<file path="src/vnts_pkg.sv">
// Shared types and character/state codes for the number token scanner.
package vnts_pkg;

   localparam logic [7:0] CHAR_UNDERSCORE = 8'h5F;
   localparam logic [7:0] CHAR_TICK       = 8'h27;
   localparam logic [7:0] CHAR_LOWER_H    = 8'h68;
   localparam logic [7:0] CHAR_LOWER_O    = 8'h6F;
   localparam logic [7:0] CHAR_LOWER_B    = 8'h62;
   localparam logic [7:0] CHAR_LOWER_S    = 8'h73;
   localparam logic [7:0] CHAR_DOT        = 8'h2E;
   localparam logic [7:0] CHAR_LOWER_E    = 8'h65;
   localparam logic [7:0] CHAR_UPPER_E    = 8'h45;
   localparam logic [7:0] CHAR_MINUS      = 8'h2D;
   localparam logic [7:0] CHAR_ZERO       = 8'h30;
   localparam logic [7:0] CHAR_ONE        = 8'h31;
   localparam logic [7:0] CHAR_SEVEN      = 8'h37;
   localparam logic [7:0] CHAR_NINE       = 8'h39;
   localparam logic [7:0] CHAR_LOWER_A    = 8'h61;
   localparam logic [7:0] CHAR_LOWER_F    = 8'h66;
   localparam logic [7:0] CHAR_UPPER_A    = 8'h41;
   localparam logic [7:0] CHAR_UPPER_F    = 8'h46;

   localparam logic [2:0] MODE_IDLE      = 3'd0;
   localparam logic [2:0] MODE_RADIX     = 3'd1;
   localparam logic [2:0] MODE_DIGITS    = 3'd2;
   localparam logic [2:0] MODE_SIZE      = 3'd3;
   localparam logic [2:0] MODE_FRAC      = 3'd4;
   localparam logic [2:0] MODE_EXP_MARK  = 3'd5;
   localparam logic [2:0] MODE_EXP_MINUS = 3'd6;
   localparam logic [2:0] MODE_EXP_DIG   = 3'd7;

   localparam logic [1:0] RADIX_BIN = 2'd0;
   localparam logic [1:0] RADIX_OCT = 2'd1;
   localparam logic [1:0] RADIX_DEC = 2'd2;
   localparam logic [1:0] RADIX_HEX = 2'd3;

   typedef struct packed {
      logic [7:0] current_char;
      logic [7:0] lookahead_char;
      logic       token_start;
   } vnts_req_type;

   typedef struct packed {
      logic in_token;
      logic token_done;
      logic exponent_error;
   } vnts_rsp_type;

   typedef struct packed {
      logic [2:0] scan_mode;
      logic [1:0] radix_kind;
      logic       size_tick_seen;
   } vnts_state_type;

   typedef struct packed {
      logic           take;
      vnts_state_type st;
   } vnts_move_type;

endpackage

</file>
<file path="src/vnts_if.sv">
// Request and result channel interfaces of the number token scanner.
interface vnts_req_if;
   logic       valid;
   logic       ready;
   logic [7:0] current_char;
   logic [7:0] lookahead_char;
   logic       token_start;

   modport source (output valid, output current_char, output lookahead_char,
                   output token_start, input ready);
   modport sink (input valid, input current_char, input lookahead_char,
                 input token_start, output ready);
endinterface

interface vnts_rsp_if;
   logic valid;
   logic ready;
   logic in_token;
   logic token_done;
   logic exponent_error;

   modport source (output valid, output in_token, output token_done,
                   output exponent_error, input ready);
   modport sink (input valid, input in_token, input token_done,
                 input exponent_error, output ready);
endinterface

</file>
<file path="src/vnts_step.sv">
// Combinational scan step: next scanner state and the result for one character.
module vnts_step import vnts_pkg::*; (
   input  vnts_state_type state,
   input  vnts_req_type   item,
   output vnts_state_type state_next,
   output vnts_rsp_type   result
);

   function automatic logic is_dec(input logic [7:0] ch);
      return (ch >= CHAR_ZERO) && (ch <= CHAR_NINE);
   endfunction

   function automatic logic radix_digit(input logic [7:0] ch, input logic [1:0] radix);
      logic ok;
      ok = 1'b0;
      case (radix)
         RADIX_HEX: ok = is_dec(ch) || ((ch >= CHAR_LOWER_A) && (ch <= CHAR_LOWER_F))
                         || ((ch >= CHAR_UPPER_A) && (ch <= CHAR_UPPER_F));
         RADIX_DEC: ok = is_dec(ch);
         RADIX_OCT: ok = (ch >= CHAR_ZERO) && (ch <= CHAR_SEVEN);
         default:   ok = (ch == CHAR_ZERO) || (ch == CHAR_ONE);
      endcase
      return ok;
   endfunction

   function automatic logic exp_ok(input logic [7:0] ch, input logic [7:0] la,
                                   input logic [1:0] radix);
      return (radix == RADIX_DEC) && ((ch == CHAR_LOWER_E) || (ch == CHAR_UPPER_E))
             && ((la == CHAR_MINUS) || is_dec(la));
   endfunction

   function automatic vnts_move_type digits_step(input logic [7:0] ch, input logic [7:0] la,
                                                 input vnts_state_type st);
      vnts_move_type mv;
      mv.st = st;
      mv.st.scan_mode = MODE_DIGITS;
      mv.take = 1'b1;
      if ((ch == CHAR_UNDERSCORE) || radix_digit(ch, st.radix_kind)) begin
         mv.take = 1'b1;
      end else if ((ch == CHAR_TICK) && !st.size_tick_seen) begin
         mv.st.size_tick_seen = 1'b1;
         mv.st.scan_mode = MODE_SIZE;
      end else if ((st.radix_kind == RADIX_DEC) && (ch == CHAR_DOT) && is_dec(la)) begin
         mv.st.scan_mode = MODE_FRAC;
      end else if (exp_ok(ch, la, st.radix_kind)) begin
         mv.st.scan_mode = MODE_EXP_MARK;
      end else begin
         mv.take = 1'b0;
      end
      return mv;
   endfunction

   logic [7:0]     ch;
   logic [7:0]     la;
   logic           take;
   logic           done;
   logic           err;
   vnts_state_type base;
   vnts_state_type nxt;
   vnts_move_type  mv;

   assign ch = item.current_char;
   assign la = item.lookahead_char;

   always_comb begin
      take = 1'b0;
      done = 1'b0;
      err  = 1'b0;
      nxt  = state;
      base = state;
      base.radix_kind = RADIX_DEC;
      base.size_tick_seen = 1'b0;
      mv = digits_step(ch, la, state);
      if (item.token_start) begin
         done = (state.scan_mode != MODE_IDLE);
         if ((ch == CHAR_TICK) &&
             ((la == CHAR_LOWER_H) || (la == CHAR_LOWER_O) || (la == CHAR_LOWER_B))) begin
            nxt = base;
            nxt.radix_kind = (la == CHAR_LOWER_H) ? RADIX_HEX :
                             (la == CHAR_LOWER_O) ? RADIX_OCT : RADIX_BIN;
            nxt.scan_mode = MODE_RADIX;
            take = 1'b1;
         end else begin
            mv = digits_step(ch, la, base);
            take = mv.take;
            nxt = mv.st;
            if (!take) begin
               nxt.scan_mode = MODE_IDLE;
            end
         end
      end else if (state.scan_mode != MODE_IDLE) begin
         unique case (state.scan_mode)
            MODE_RADIX: begin
               nxt.scan_mode = MODE_DIGITS;
               take = 1'b1;
            end
            MODE_SIZE: begin
               take = 1'b1;
               if (ch == CHAR_LOWER_S) begin
                  take = 1'b1;
               end else if (ch == CHAR_LOWER_H) begin
                  nxt.radix_kind = RADIX_HEX;
               end else if (ch == CHAR_LOWER_O) begin
                  nxt.radix_kind = RADIX_OCT;
               end else if (ch == CHAR_LOWER_B) begin
                  nxt.radix_kind = RADIX_BIN;
               end else begin
                  take = mv.take;
                  nxt = mv.st;
               end
            end
            MODE_DIGITS: begin
               take = mv.take;
               nxt = mv.st;
            end
            MODE_FRAC: begin
               if (is_dec(ch)) begin
                  take = 1'b1;
               end else if (exp_ok(ch, la, state.radix_kind)) begin
                  nxt.scan_mode = MODE_EXP_MARK;
                  take = 1'b1;
               end
            end
            MODE_EXP_MARK: begin
               if (ch == CHAR_MINUS) begin
                  nxt.scan_mode = MODE_EXP_MINUS;
                  take = 1'b1;
               end else if (is_dec(ch)) begin
                  nxt.scan_mode = MODE_EXP_DIG;
                  take = 1'b1;
               end else begin
                  err = 1'b1;
               end
            end
            MODE_EXP_MINUS: begin
               if (is_dec(ch)) begin
                  nxt.scan_mode = MODE_EXP_DIG;
                  take = 1'b1;
               end else begin
                  err = 1'b1;
               end
            end
            MODE_EXP_DIG: begin
               take = is_dec(ch);
            end
            default: begin
               take = 1'b0;
            end
         endcase
         if (!take) begin
            done = 1'b1;
            nxt.scan_mode = MODE_IDLE;
         end
      end
   end

   assign state_next = nxt;
   assign result = '{in_token: take, token_done: done, exponent_error: err};

endmodule

</file>
<file path="src/verilog_number_token_scanner_top.sv">
// An accepted request passes the input register, then the result register, to rsp_chan.
// Throughput: one request per cycle; the input register and the result register
// stall together only while a finished result waits on rsp_chan.ready.
// This rate is set by the scan state update, a single short step.
// Reset (synchronous, active high) empties both registers and returns the scanner
// to idle, decimal radix, no size tick seen.
module verilog_number_token_scanner_top import vnts_pkg::*; (
   input logic         clock,
   input logic         reset,
   vnts_req_if.sink    req_chan,
   vnts_rsp_if.source  rsp_chan
);

   // Input register stage holding the character being scanned.
   logic           req_valid_ff;
   logic           req_valid_in;
   vnts_req_type   req_item_ff;

   // Scanner state that carries from one character to the next.
   vnts_state_type state_ff;
   vnts_state_type state_in;

   // Result register facing the consumer.
   logic           rsp_valid_ff;
   logic           rsp_valid_in;
   vnts_rsp_type   rsp_item_ff;
   vnts_rsp_type   step_result;

   logic           advance;
   logic           req_take;

   // The result register can take a new value when it is empty or being drained.
   assign advance  = !rsp_valid_ff || rsp_chan.ready;
   // The input register frees up whenever its content moves on.
   assign req_chan.ready = !req_valid_ff || advance;
   assign req_take = req_chan.valid && req_chan.ready;

   vnts_step u_step (
      .state      (state_ff),
      .item       (req_item_ff),
      .state_next (state_in),
      .result     (step_result)
   );

   always_comb begin
      req_valid_in = req_valid_ff;
      rsp_valid_in = rsp_valid_ff;
      if (advance) begin
         rsp_valid_in = req_valid_ff;
      end
      if (req_chan.ready) begin
         req_valid_in = req_chan.valid;
      end
   end

   always_ff @(posedge clock) begin
      if (reset) begin
         req_valid_ff <= 1'b0;
         rsp_valid_ff <= 1'b0;
         state_ff <= '{scan_mode: MODE_IDLE, radix_kind: RADIX_DEC, size_tick_seen: 1'b0};
      end else begin
         req_valid_ff <= req_valid_in;
         rsp_valid_ff <= rsp_valid_in;
         // The scan state moves exactly when a character leaves the input stage.
         if (req_valid_ff && advance) begin
            state_ff <= state_in;
         end
      end
   end

   // Payload registers need no reset; they are qualified by the valid flags.
   always_ff @(posedge clock) begin
      if (req_take) begin
         req_item_ff <= '{current_char: req_chan.current_char,
                          lookahead_char: req_chan.lookahead_char,
                          token_start: req_chan.token_start};
      end
      if (req_valid_ff && advance) begin
         rsp_item_ff <= step_result;
      end
   end

   assign rsp_chan.valid          = rsp_valid_ff;
   assign rsp_chan.in_token       = rsp_item_ff.in_token;
   assign rsp_chan.token_done     = rsp_item_ff.token_done;
   assign rsp_chan.exponent_error = rsp_item_ff.exponent_error;

endmodule

</file>
<file path="src/flat_wrapper.sv">
// flat-port wrapper written by rule: the top's interface ports become plain ports
module verilog_number_token_scanner_top_flat import vnts_pkg::*;
  (clock, reset, req_chan_valid, req_chan_current_char, req_chan_lookahead_char, req_chan_token_start, req_chan_ready, rsp_chan_valid, rsp_chan_in_token, rsp_chan_token_done, rsp_chan_exponent_error, rsp_chan_ready);
  vnts_req_if req_chan_i ();
  vnts_rsp_if rsp_chan_i ();
  input logic clock;
  input logic reset;
  input wire logic [$bits(req_chan_i.valid)-1:0] req_chan_valid;
  input wire logic [$bits(req_chan_i.current_char)-1:0] req_chan_current_char;
  input wire logic [$bits(req_chan_i.lookahead_char)-1:0] req_chan_lookahead_char;
  input wire logic [$bits(req_chan_i.token_start)-1:0] req_chan_token_start;
  output wire logic [$bits(req_chan_i.ready)-1:0] req_chan_ready;
  output wire logic [$bits(rsp_chan_i.valid)-1:0] rsp_chan_valid;
  output wire logic [$bits(rsp_chan_i.in_token)-1:0] rsp_chan_in_token;
  output wire logic [$bits(rsp_chan_i.token_done)-1:0] rsp_chan_token_done;
  output wire logic [$bits(rsp_chan_i.exponent_error)-1:0] rsp_chan_exponent_error;
  input wire logic [$bits(rsp_chan_i.ready)-1:0] rsp_chan_ready;
  assign req_chan_i.valid = req_chan_valid;
  assign req_chan_i.current_char = req_chan_current_char;
  assign req_chan_i.lookahead_char = req_chan_lookahead_char;
  assign req_chan_i.token_start = req_chan_token_start;
  assign req_chan_ready = req_chan_i.ready;
  assign rsp_chan_valid = rsp_chan_i.valid;
  assign rsp_chan_in_token = rsp_chan_i.in_token;
  assign rsp_chan_token_done = rsp_chan_i.token_done;
  assign rsp_chan_exponent_error = rsp_chan_i.exponent_error;
  assign rsp_chan_i.ready = rsp_chan_ready;
  verilog_number_token_scanner_top u_core (.clock(clock), .reset(reset), .req_chan(req_chan_i), .rsp_chan(rsp_chan_i));
endmodule
</file>
<file path="config.mk">
export PLATFORM = sky130hd
export DESIGN_NAME = verilog_number_token_scanner_top_flat
export DESIGN_NICKNAME = d
export VERILOG_FILES = /design/src/vnts_pkg.sv /design/src/vnts_if.sv /design/src/vnts_step.sv /design/src/verilog_number_token_scanner_top.sv /design/src/flat_wrapper.sv
export SDC_FILE = /design/constraint.sdc
export NUM_CORES = 1
export LEC_CHECK = 0
export BUFFER_PORTS_ARGS = -buffer_cell sky130_fd_sc_hd__buf_2
export CORE_MARGIN = 2
export CORE_UTILIZATION = 30
export DETAILED_ROUTE_END_ITERATION = 7
export GPL_ROUTABILITY_DRIVEN = 0
export PLACE_DENSITY_LB_ADDON = 0.12
export SYNTH_ARGS = -nofsm -noshare
export SYNTH_HDL_FRONTEND = slang
export SYNTH_SLANG_ARGS = --single-unit
</file>
<file path="constraint.sdc">
create_clock -name clock -period 7.2 [get_ports clock]
set_input_delay 0.36 -clock clock [delete_from_list [all_inputs] [get_ports clock]]
set_output_delay 0.36 -clock clock [all_outputs]
set_load 0.01 [all_outputs]
</file>
==> report_table.html, run 1 <==
<table>
<tr><th>Metric</th><th>Value</th></tr>
<tr><th colspan="2">Logic synthesis</th></tr>
<tr><td>Number of instances in the synthesized netlist</td><td>approximately 170</td></tr>
<tr><td>Synth Area per Inst</td><td>a little under 10 sq um</td></tr>
<tr><td>Yosys top cell area share</td><td>0.368</td></tr>
<tr><td>Cell area after synthesis</td><td>approximately 1600 sq um</td></tr>
<tr><td>Cell type with the highest aggregate area in the netlist</td><td>edfxtp_1</td></tr>
<tr><td>Number of synthesis warnings</td><td>0</td></tr>
<tr><td>Count of flip-flops with a built-in enable after synthesis</td><td>20</td></tr>
<tr><td>Top FF cell, synth</td><td>edfxtp_1</td></tr>
<tr><td>Nets in the synthesized netlist</td><td>about 190</td></tr>
<tr><td>Share of synthesized registers carrying an async set or reset</td><td>0</td></tr>
<tr><td>Number of distinct standard cells referenced by the synthesized netlist</td><td>52</td></tr>
<tr><td>Flip-flop and latch count after synthesis</td><td>28</td></tr>
<tr><td>Cell types occupying the most area after synthesis</td><td>edfxtp_1 (37%), dfxtp_1 (9.8%), a21oi_1 (3.1%)</td></tr>
<tr><td>Proportion of synthesized chip area in sequential cells</td><td>0.466</td></tr>
<tr><th colspan="2">STA</th></tr>
<tr><td>Endpoints failing setup</td><td>0</td></tr>
<tr><td>Clock skew</td><td>approximately 0.0047 ns</td></tr>
<tr><td>Maximum achievable frequency</td><td>between 300 and 400 MHz</td></tr>
<tr><td>Setup tns final</td><td>0 ns</td></tr>
<tr><td>Pins Over Slew Limit</td><td>0</td></tr>
<tr><td>Max-slew headroom</td><td>0.293</td></tr>
<tr><td>Share of the clock period used by the worst path after layout</td><td>0.370</td></tr>
<tr><td>Unrepaired setup endpoints after global routing</td><td>no</td></tr>
<tr><td>Count of endpoints failing hold in the final timing report</td><td>0</td></tr>
<tr><td>Tightest Pin Transition</td><td>roughly 1.1 ns</td></tr>
<tr><td>Min Clock Period, post-route</td><td>~2.7 ns</td></tr>
<tr><th colspan="2">Drt</th></tr>
<tr><td>Post-route DRC violation count</td><td>0</td></tr>
<tr><td>Total wire length</td><td>around 4000 microns</td></tr>
<tr><td>Number of routed nets with antenna violations</td><td>0</td></tr>
<tr><td>Number of optimization iterations in the first detailed-route pass</td><td>4</td></tr>
<tr><td>DR WL/cell</td><td>about 15 microns</td></tr>
<tr><td>Number of vias after detailed routing</td><td>between 1000 and 1500</td></tr>
<tr><td>First DRT Iteration DRCs</td><td>217</td></tr>
<tr><td>Via density per instance</td><td>~5.6</td></tr>
<tr><th colspan="2">Clock network</th></tr>
<tr><td>Count of hold-fix buffers inserted at cts</td><td>0</td></tr>
<tr><td>Root buffer cell</td><td>clkbuf_8</td></tr>
<tr><td>Post-CTS Setup Repair Bufs</td><td>0</td></tr>
<tr><td>H-tree depth</td><td>1</td></tr>
<tr><td>Total clock sinks</td><td>28</td></tr>
<tr><td>Clock transition at the registers of the reported paths</td><td>about 0.09 ns</td></tr>
<tr><td>Number of instances resized during post-cts repair</td><td>0</td></tr>
<tr><td>Clock buffers created by TritonCTS</td><td>3</td></tr>
<tr><td>Max Buffers Root-to-Sink</td><td>2</td></tr>
<tr><td>Clock latency at the later pin of the worst-skew pair</td><td>0.27 ns</td></tr>
<tr><td>TritonCTS clock tree</td><td>done</td></tr>
<tr><th colspan="2">Layout</th></tr>
<tr><td>Final net count</td><td>approximately 210</td></tr>
<tr><td>Synth-to-layout area growth</td><td>14.0%</td></tr>
<tr><td>Ratio of cells with drive above 1 in the final layout</td><td>0.179</td></tr>
<tr><td>Sequential standard cell area</td><td>roughly 760 sq um</td></tr>
<tr><td>Share of the core filled with cells</td><td>0.360</td></tr>
<tr><td>Cell area after layout</td><td>1860 sq um</td></tr>
<tr><td>Filler cells</td><td>~520</td></tr>
<tr><td>Non-filler instance count after layout</td><td>260</td></tr>
<tr><td>Number of diodes added for antenna fixing</td><td>0</td></tr>
<tr><td>Total area of multi-input combinational cells</td><td>approximately 820 sq um</td></tr>
<tr><th colspan="2">Power</th></tr>
<tr><td>Peak VDD IR</td><td>between 0.05 and 0.06 mV</td></tr>
<tr><td>Share of total power consumed by net switching</td><td>0.250</td></tr>
<tr><td>Internal power summed over all cells</td><td>approximately 0.24 mW</td></tr>
<tr><td>PwrDens</td><td>between 150 and 200 nW/um^2</td></tr>
<tr><td>Sequential group share of total power</td><td>0.612</td></tr>
<tr><td>Combinational share of power</td><td>0.119</td></tr>
<tr><td>Leakage dissipation</td><td>between 0.6 and 0.7 nW</td></tr>
<tr><td>Switching Power</td><td>0.0798 mW</td></tr>
<tr><td>Final Total Pwr</td><td>around 0.32 mW</td></tr>
<tr><td>Share of power burned in the clock network</td><td>0.269</td></tr>
<tr><th colspan="2">GRT</th></tr>
<tr><td>Largest net degree at the start of global routing</td><td>18</td></tr>
<tr><td>Aggregate global-route resource usage</td><td>0.143</td></tr>
<tr><td>Global-route wire length before repair</td><td>roughly 7000 microns</td></tr>
<tr><td>Via count of the first global-routing pass</td><td>about 1400</td></tr>
<tr><td>Number of antenna violations at the first check in global routing</td><td>0</td></tr>
<tr><td>Total global routing overflow</td><td>0</td></tr>
<tr><th colspan="2">Min path</th></tr>
<tr><td>Hold/Removal Path Class</td><td>primary input to flop</td></tr>
<tr><th colspan="2">Place</th></tr>
<tr><td>Area of placed instances</td><td>roughly 1800 sq um</td></tr>
<tr><td>Port-buffer cells</td><td>25</td></tr>
<tr><td>Detailed Place HPWL</td><td>slightly above 3000 microns</td></tr>
<tr><td>Placed cell count</td><td>around 260</td></tr>
<tr><th colspan="2">Critical path</th></tr>
<tr><td>Critical path endpoint category</td><td>flop</td></tr>
<tr><td>Critical Path Source Type</td><td>flop</td></tr>
<tr><td>Max Fanout on Critical Path</td><td>5</td></tr>
<tr><td>Kind of critical path</td><td>flop to flop</td></tr>
<tr><td>Required arrival time at the worst endpoint</td><td>between 7 and 8 ns</td></tr>
<tr><td>Crit path DAT</td><td>~2.8 ns</td></tr>
<tr><th colspan="2">Die</th></tr>
<tr><td># IOs</td><td>26</td></tr>
<tr><td>Horizontal die dimension</td><td>roughly 78 microns</td></tr>
<tr><td>Overall die area</td><td>approximately 6000 sq um</td></tr>
<tr><td>Initial core utilization</td><td>0.316</td></tr>
<tr><td>Die extent in y</td><td>between 70 and 80 microns</td></tr>
<tr><td>Placeable core area</td><td>a little over 5000 sq um</td></tr>
<tr><td>Standard-cell row count</td><td>26</td></tr>
<tr><th colspan="2">Run status</th></tr>
<tr><td>Outcome</td><td>finished clean</td></tr>
<tr><th colspan="2">Job</th></tr>
<tr><td>Count of maximum capacitance violations</td><td>0</td></tr>
</table>
[layer usage]
layer | part of all wire | GRT usage | vias up | wire [microns]
met5 | 0 | 0 | - | 0
li1 | - | - | 708 | -
met2 | 0.45 | 0.215 | 55 | 1780
met4 | 0.017 | 0.0554 | 0 | 69
met3 | 0.052 | 0.0209 | 6 | 205
met1 | 0.48 | 0.207 | 674 | 1900
[kinds of logic after synthesis]
family,after synthesis,share of synthesized area
muxes,2,0.0123
buffers and inverters,13,0.0314
and+or+nand+nor,75,0.278
AOI/OAI and AO/OA,49,0.208
DFF,28,0.466
xor gates and xnor gates,1,0.00536
[power by group through the flow]
stage	Combinational, mW	Sequential (mW)	Clock [mW]
after global placement	0.0374	0.199	0
after detailed placement	0.0378	0.199	0
final	0.0381	0.196	0.0860
after floorplan	0.0296	0.192	0
after CTS	0.0380	0.195	0.0921
after global routing	0.0432	0.198	0.0987
[final cells by class]
class | instances | share of cell area
timing repair buffer | 25 | 0.0672
inverter | 6 | 0.0121
tap | 70 | 0.0470
clock buffer | 4 | 0.0242
sequential | 28 | 0.408
multi-input combinational | 127 | 0.441
[layout by cell type, fill, tap and decap left out, drive strengths merged, types with 2 or more instances in the layout]
cell      n
a2111oi   2
a211oi    2
a21boi    2
a21oi    10
a311oi    3
a31oi     4
and3      3
buf      25
clkbuf    4
dfxtp     8
edfxtp   20
inv       6
mux2i     2
nand2    10
nand2b    5
nand3     7
nand4     3
nand4b    4
nor2     12
nor2b     6
nor3      6
nor4bb    3
o211ai    4
o21ai    10
or3       4
or4b      2
[worst max-delay path, cell delays in order (launching register included)]
cell and delay, ns:
edfxtp_1 0.46, or3b_4 0.46, or3_4 0.40, nor3_1 0.30, a311oi_1 0.22, a211oi_2 0.36, nor2_1 0.10, o221a_1 0.27
[synth_stat cells, types with 2 or more instances]
cell type	count
mux2i_1	2
nand2b_1	5
a21oi_1	10
a21boi_0	2
a311oi_1	3
nand4_1	3
nor3_1	6
edfxtp_1	20
nor2_1	12
nand3_1	7
buf_2	2
or3_1	2
dfxtp_1	8
a2111oi_0	2
inv_1	6
and3_1	3
nor2b_1	6
nor4bb_1	3
nand4b_1	4
o21ai_0	10
o211ai_1	4
or4b_1	2
nand2_1	10
clkbuf_1	5
a31oi_1	4
[sequential cells by signal (all words and copies together) (netlist names)]
register                        count
u_core.req_item_ff                 17
u_core.state_ff                     6
u_core.req_valid_ff                 1
u_core.rsp_chan.exponent_error      1
u_core.rsp_chan.in_token            1
u_core.rsp_chan.token_done          1
u_core.rsp_chan.valid               1
[per-stage QoR]
| step | hold slack (ns) | setup WS (ns) |
|---|---|---|
| final | 0.256 | 4.53 |
| after global routing | 0.237 | 4.28 |
| after CTS | 0.244 | 4.54 |
| after detailed placement | 0.510 | 4.57 |
| after global placement | 0.495 | 4.57 |
| after floorplan | 0.432 | 4.78 |
[path summary, 6_finish.rpt]
path	start	end	slack (ns)	cells past startpoint
worst max-delay path	u_core.req_item_ff[13]	u_core.state_ff[4]	4.53	7
worst min-delay path	req_chan_current_char[5]	u_core.req_item_ff[14]	0.26	1
worst max register to register	u_core.req_item_ff[13]	u_core.state_ff[4]	4.53	7
worst min register to register	u_core.req_valid_ff	u_core.rsp_chan.valid	0.52	2
No activity file was read; power rests on OpenSTA's default activity.
==> inputs of run 2 (changes only) <==
==> constraint.sdc (replaced) <==
create_clock -name clock -period 2.8 [get_ports clock]
set_input_delay 0.14 -clock clock [delete_from_list [all_inputs] [get_ports clock]]
set_output_delay 0.14 -clock clock [all_outputs]
set_load 0.01 [all_outputs]
==> report_table.html, run 2 (synthesis gave the netlist of run 1 again) <==
<table>
<tr><th>Metric</th><th>Value</th></tr>
<tr><th colspan="2">Clock network</th></tr>
<tr><td>Max Buffers Root-to-Sink</td><td>2 (unchanged)</td></tr>
<tr><td>Number of instances resized during post-cts repair</td><td>0 (unchanged)</td></tr>
<tr><td>Post-CTS Setup Repair Bufs</td><td>0 (unchanged)</td></tr>
<tr><td>Clock transition at the registers of the reported paths</td><td>0.10 ns (about the same)</td></tr>
<tr><td>Count of hold-fix buffers inserted at cts</td><td>0 (unchanged)</td></tr>
<tr><td>Clock buffers created by TritonCTS</td><td>3 (unchanged)</td></tr>
<tr><td>TritonCTS clock tree</td><td>done</td></tr>
<tr><td>H-tree depth</td><td>1 (unchanged)</td></tr>
<tr><td>Total clock sinks</td><td>28 (unchanged)</td></tr>
<tr><td>Root buffer cell</td><td>clkbuf_8</td></tr>
<tr><td>Clock latency at the later pin of the worst-skew pair</td><td>0.28 ns (about the same)</td></tr>
<tr><th colspan="2">STA</th></tr>
<tr><td>Pins Over Slew Limit</td><td>0 (unchanged)</td></tr>
<tr><td>Endpoints failing setup</td><td>0 (unchanged)</td></tr>
<tr><td>Setup tns final</td><td>0 ns (unchanged)</td></tr>
<tr><td>Clock skew</td><td>0.00609 ns (+0.00143 ns)</td></tr>
<tr><td>Max-slew headroom</td><td>0.478 (+0.185)</td></tr>
<tr><td>Count of endpoints failing hold in the final timing report</td><td>0 (unchanged)</td></tr>
<tr><td>Share of the clock period used by the worst path after layout</td><td>0.937 (+0.566)</td></tr>
<tr><td>Maximum achievable frequency</td><td>381 MHz (+1.6%)</td></tr>
<tr><td>Tightest Pin Transition</td><td>0.783 ns (-0.268 ns)</td></tr>
<tr><td>Min Clock Period, post-route</td><td>2.62 ns (-0.0430 ns)</td></tr>
<tr><th colspan="2">Job</th></tr>
<tr><td>Count of maximum capacitance violations</td><td>0 (unchanged)</td></tr>
<tr><th colspan="2">Critical path</th></tr>
<tr><td>Required arrival time at the worst endpoint</td><td>2.97 ns (-4.40 ns)</td></tr>
<tr><td>Beginning of the worst register-to-register path</td><td>u_core.req_item_ff[13]</td></tr>
<tr><td>Critical Path Source Type</td><td>flop</td></tr>
<tr><td>Crit path DAT</td><td>2.79 ns (-0.04 ns)</td></tr>
<tr><td>Critical path endpoint category</td><td>flop</td></tr>
<tr><td>Standard cell with the maximum stage delay on the critical path</td><td>edfxtp_1</td></tr>
<tr><td>Terminus of the critical flop-to-flop path</td><td>u_core.state_ff[4]</td></tr>
<tr><td>Stage delay of the slowest cell on the critical path</td><td>0.47 ns (about the same)</td></tr>
<tr><td>Cell type group with the largest total delay on the critical path</td><td>simple AND/OR/NAND/NOR gates</td></tr>
<tr><td>Worst path bufs/invs</td><td>0 (unchanged)</td></tr>
<tr><td>Critical path cell sequence</td><td>or3b_4 &gt; or3_4 &gt; or3_1 &gt; a31oi_1 &gt; a211oi_2 &gt; a211o_1 &gt; o221a_1</td></tr>
<tr><td>Max Fanout on Critical Path</td><td>5 (unchanged)</td></tr>
<tr><td>Worst reg-to-reg setup slack</td><td>0.18 ns (-4.36 ns)</td></tr>
<tr><td>Kind of critical path</td><td>flop to flop</td></tr>
<tr><td>R2R cell count</td><td>7 (unchanged)</td></tr>
<tr><th colspan="2">Layout</th></tr>
<tr><td>Number of flip-flops in the largest register</td><td>17 (unchanged)</td></tr>
<tr><td>Top register by number of flip-flops</td><td>u_core.req_item_ff</td></tr>
<tr><td>Non-filler instance count after layout</td><td>264 (+1.5%)</td></tr>
<tr><td>Top library cells by usage in the layout, fill and taps aside</td><td>buf_2 (25), edfxtp_1 (20), nor2_1 (12)</td></tr>
<tr><td>Filler cells</td><td>517 (-1.3%)</td></tr>
<tr><td>Final net count</td><td>216 (+1.9%)</td></tr>
<tr><td>Total area of multi-input combinational cells</td><td>837 sq um (+1.8%)</td></tr>
<tr><td>Synth-to-layout area growth</td><td>18.4%</td></tr>
<tr><td>Cell area after layout</td><td>1930 sq um (+3.8%)</td></tr>
<tr><td>Leading registers by flop count</td><td>u_core.req_item_ff (17), u_core.state_ff (6)</td></tr>
<tr><td>Commonest non-fill, non-tap cell in the layout</td><td>buf_2</td></tr>
<tr><td>Number of diodes added for antenna fixing</td><td>0 (unchanged)</td></tr>
<tr><td>Sequential standard cell area</td><td>761 sq um (unchanged)</td></tr>
<tr><td>Ratio of cells with drive above 1 in the final layout</td><td>0.216 (+0.0375)</td></tr>
<tr><th colspan="2">Die</th></tr>
<tr><td>Standard-cell row count</td><td>26 (unchanged)</td></tr>
<tr><td>Die extent in y</td><td>77.8 microns (unchanged)</td></tr>
<tr><td>Initial core utilization</td><td>0.316 (unchanged)</td></tr>
<tr><td># IOs</td><td>26 (unchanged)</td></tr>
<tr><td>Overall die area</td><td>6050 sq um (unchanged)</td></tr>
<tr><td>Horizontal die dimension</td><td>77.8 microns (unchanged)</td></tr>
<tr><td>Placeable core area</td><td>5170 sq um (unchanged)</td></tr>
<tr><th colspan="2">Drt</th></tr>
<tr><td>Number of vias after detailed routing</td><td>1428 (-1.0%)</td></tr>
<tr><td>Number of optimization iterations in the first detailed-route pass</td><td>4 (unchanged)</td></tr>
<tr><td>Via density per instance</td><td>5.41 (-2.5%)</td></tr>
<tr><td>DR WL/cell</td><td>15.1 microns (-0.64%)</td></tr>
<tr><td>Total wire length</td><td>3990 microns (+0.89%)</td></tr>
<tr><td>First DRT Iteration DRCs</td><td>167 (-23%)</td></tr>
<tr><td>Number of routed nets with antenna violations</td><td>0 (unchanged)</td></tr>
<tr><td>Post-route DRC violation count</td><td>0 (unchanged)</td></tr>
<tr><th colspan="2">Power</th></tr>
<tr><td>Final Total Pwr</td><td>0.922 mW (+190%)</td></tr>
<tr><td>PwrDens</td><td>476 nW/um^2 (+180%)</td></tr>
<tr><td>Peak VDD IR</td><td>0.172 mV (+210%)</td></tr>
<tr><td>Leakage dissipation</td><td>0.657 nW (+5.2%)</td></tr>
<tr><th colspan="2">GRT</th></tr>
<tr><td>Global-route wire length before repair</td><td>6740 microns (-3.1%)</td></tr>
<tr><td>Largest net degree at the start of global routing</td><td>18 (unchanged)</td></tr>
<tr><td>Number of antenna violations at the first check in global routing</td><td>0 (unchanged)</td></tr>
<tr><td>Aggregate global-route resource usage</td><td>0.139 (-0.00418)</td></tr>
<tr><td>Via count of the first global-routing pass</td><td>1386 (-3.6%)</td></tr>
<tr><td>Total global routing overflow</td><td>0 (unchanged)</td></tr>
<tr><th colspan="2">Min path</th></tr>
<tr><td>Cell count of the worst hold path</td><td>1 (unchanged)</td></tr>
<tr><td>Hold wc startpoint</td><td>req_chan_lookahead_char[7]</td></tr>
<tr><td>Endpoint with the worst hold slack</td><td>u_core.req_item_ff[8]</td></tr>
<tr><td>Hold/Removal Path Class</td><td>primary input to flop</td></tr>
<tr><th colspan="2">Run status</th></tr>
<tr><td>Outcome</td><td>finished clean</td></tr>
<tr><th colspan="2">Place</th></tr>
<tr><td>Port-buffer cells</td><td>25 (unchanged)</td></tr>
<tr><td>Placed cell count</td><td>260 (+1.6%)</td></tr>
<tr><td>Area of placed instances</td><td>1850 sq um (+1.7%)</td></tr>
<tr><td>Detailed Place HPWL</td><td>3080 microns (+1.8%)</td></tr>
</table>
run 2: cell count changes in the layout (fill, tap and decap cells not counted):
cell,before,now
bufinv_16,0,1
nor3_2,0,1
nor3_1,6,5
a21oi_1,10,9
a21oi_2,0,1
nor4bb_1,3,2
nor4bb_2,0,1
buf_4,0,4
clkbuf_1,1,0
run 2: worst max path at each step:
stage	from	slack, ns	cells after the start	end
after global placement	u_core.req_item_ff[12]	0.20	7	u_core.state_ff[4]
after global routing	u_core.req_item_ff[4]	-0.02	7	u_core.state_ff[4]
final	u_core.req_item_ff[13]	0.18	7	u_core.state_ff[4]
after detailed placement	u_core.req_item_ff[10]	0.12	7	u_core.state_ff[4]
after CTS	u_core.req_item_ff[10]	0.1	7	u_core.state_ff[4]
after floorplan	u_core.req_item_ff[13]	0.38	7	u_core.state_ff[4]
run 2: through the flow:
step | worst slack (ns) | util | hold WS, ns
after floorplan | 0.376 | - | 0.212
after global routing | -0.0233 | 0.374 | 0.0146
after global placement | 0.205 | 0.357 | 0.316
after detailed placement | 0.117 | 0.357 | 0.318
final | 0.178 | 0.374 | 0.0311
after CTS | 0.0999 | 0.371 | 0.0264
run 2: routing by layer:
| layer | track usage | vias to the layer above | wire length [microns] |
|---|---|---|---|
| met5 | 0 | - | 0 |
| met4 | 0.0554 | 0 | 78 |
| met3 | 0.0244 | 6 | 177 |
| met2 | 0.208 | 47 | 1840 |
| met1 | 0.198 | 663 | 1890 |
| li1 | - | 712 | - |
run 2: layout make-up:
| class | instances | area share |
|---|---|---|
| Timing Repair Buffer | 29 | 0.0802 |
| Tap cell | 70 | 0.0453 |
| Multi-Input combinational cell | 127 | 0.433 |
| Clock inverter | 1 | 0.0155 |
| Sequential cell | 28 | 0.393 |
| Clock buffer | 3 | 0.0213 |
| Inverter | 6 | 0.0116 |
run 2: report_power, final:
part / switching, mW / internal [mW] / total [mW]
Sequential: 0.0336 / 0.470 / 0.504
Combinational: 0.0527 / 0.0466 / 0.0992
Clock: 0.127 / 0.191 / 0.319
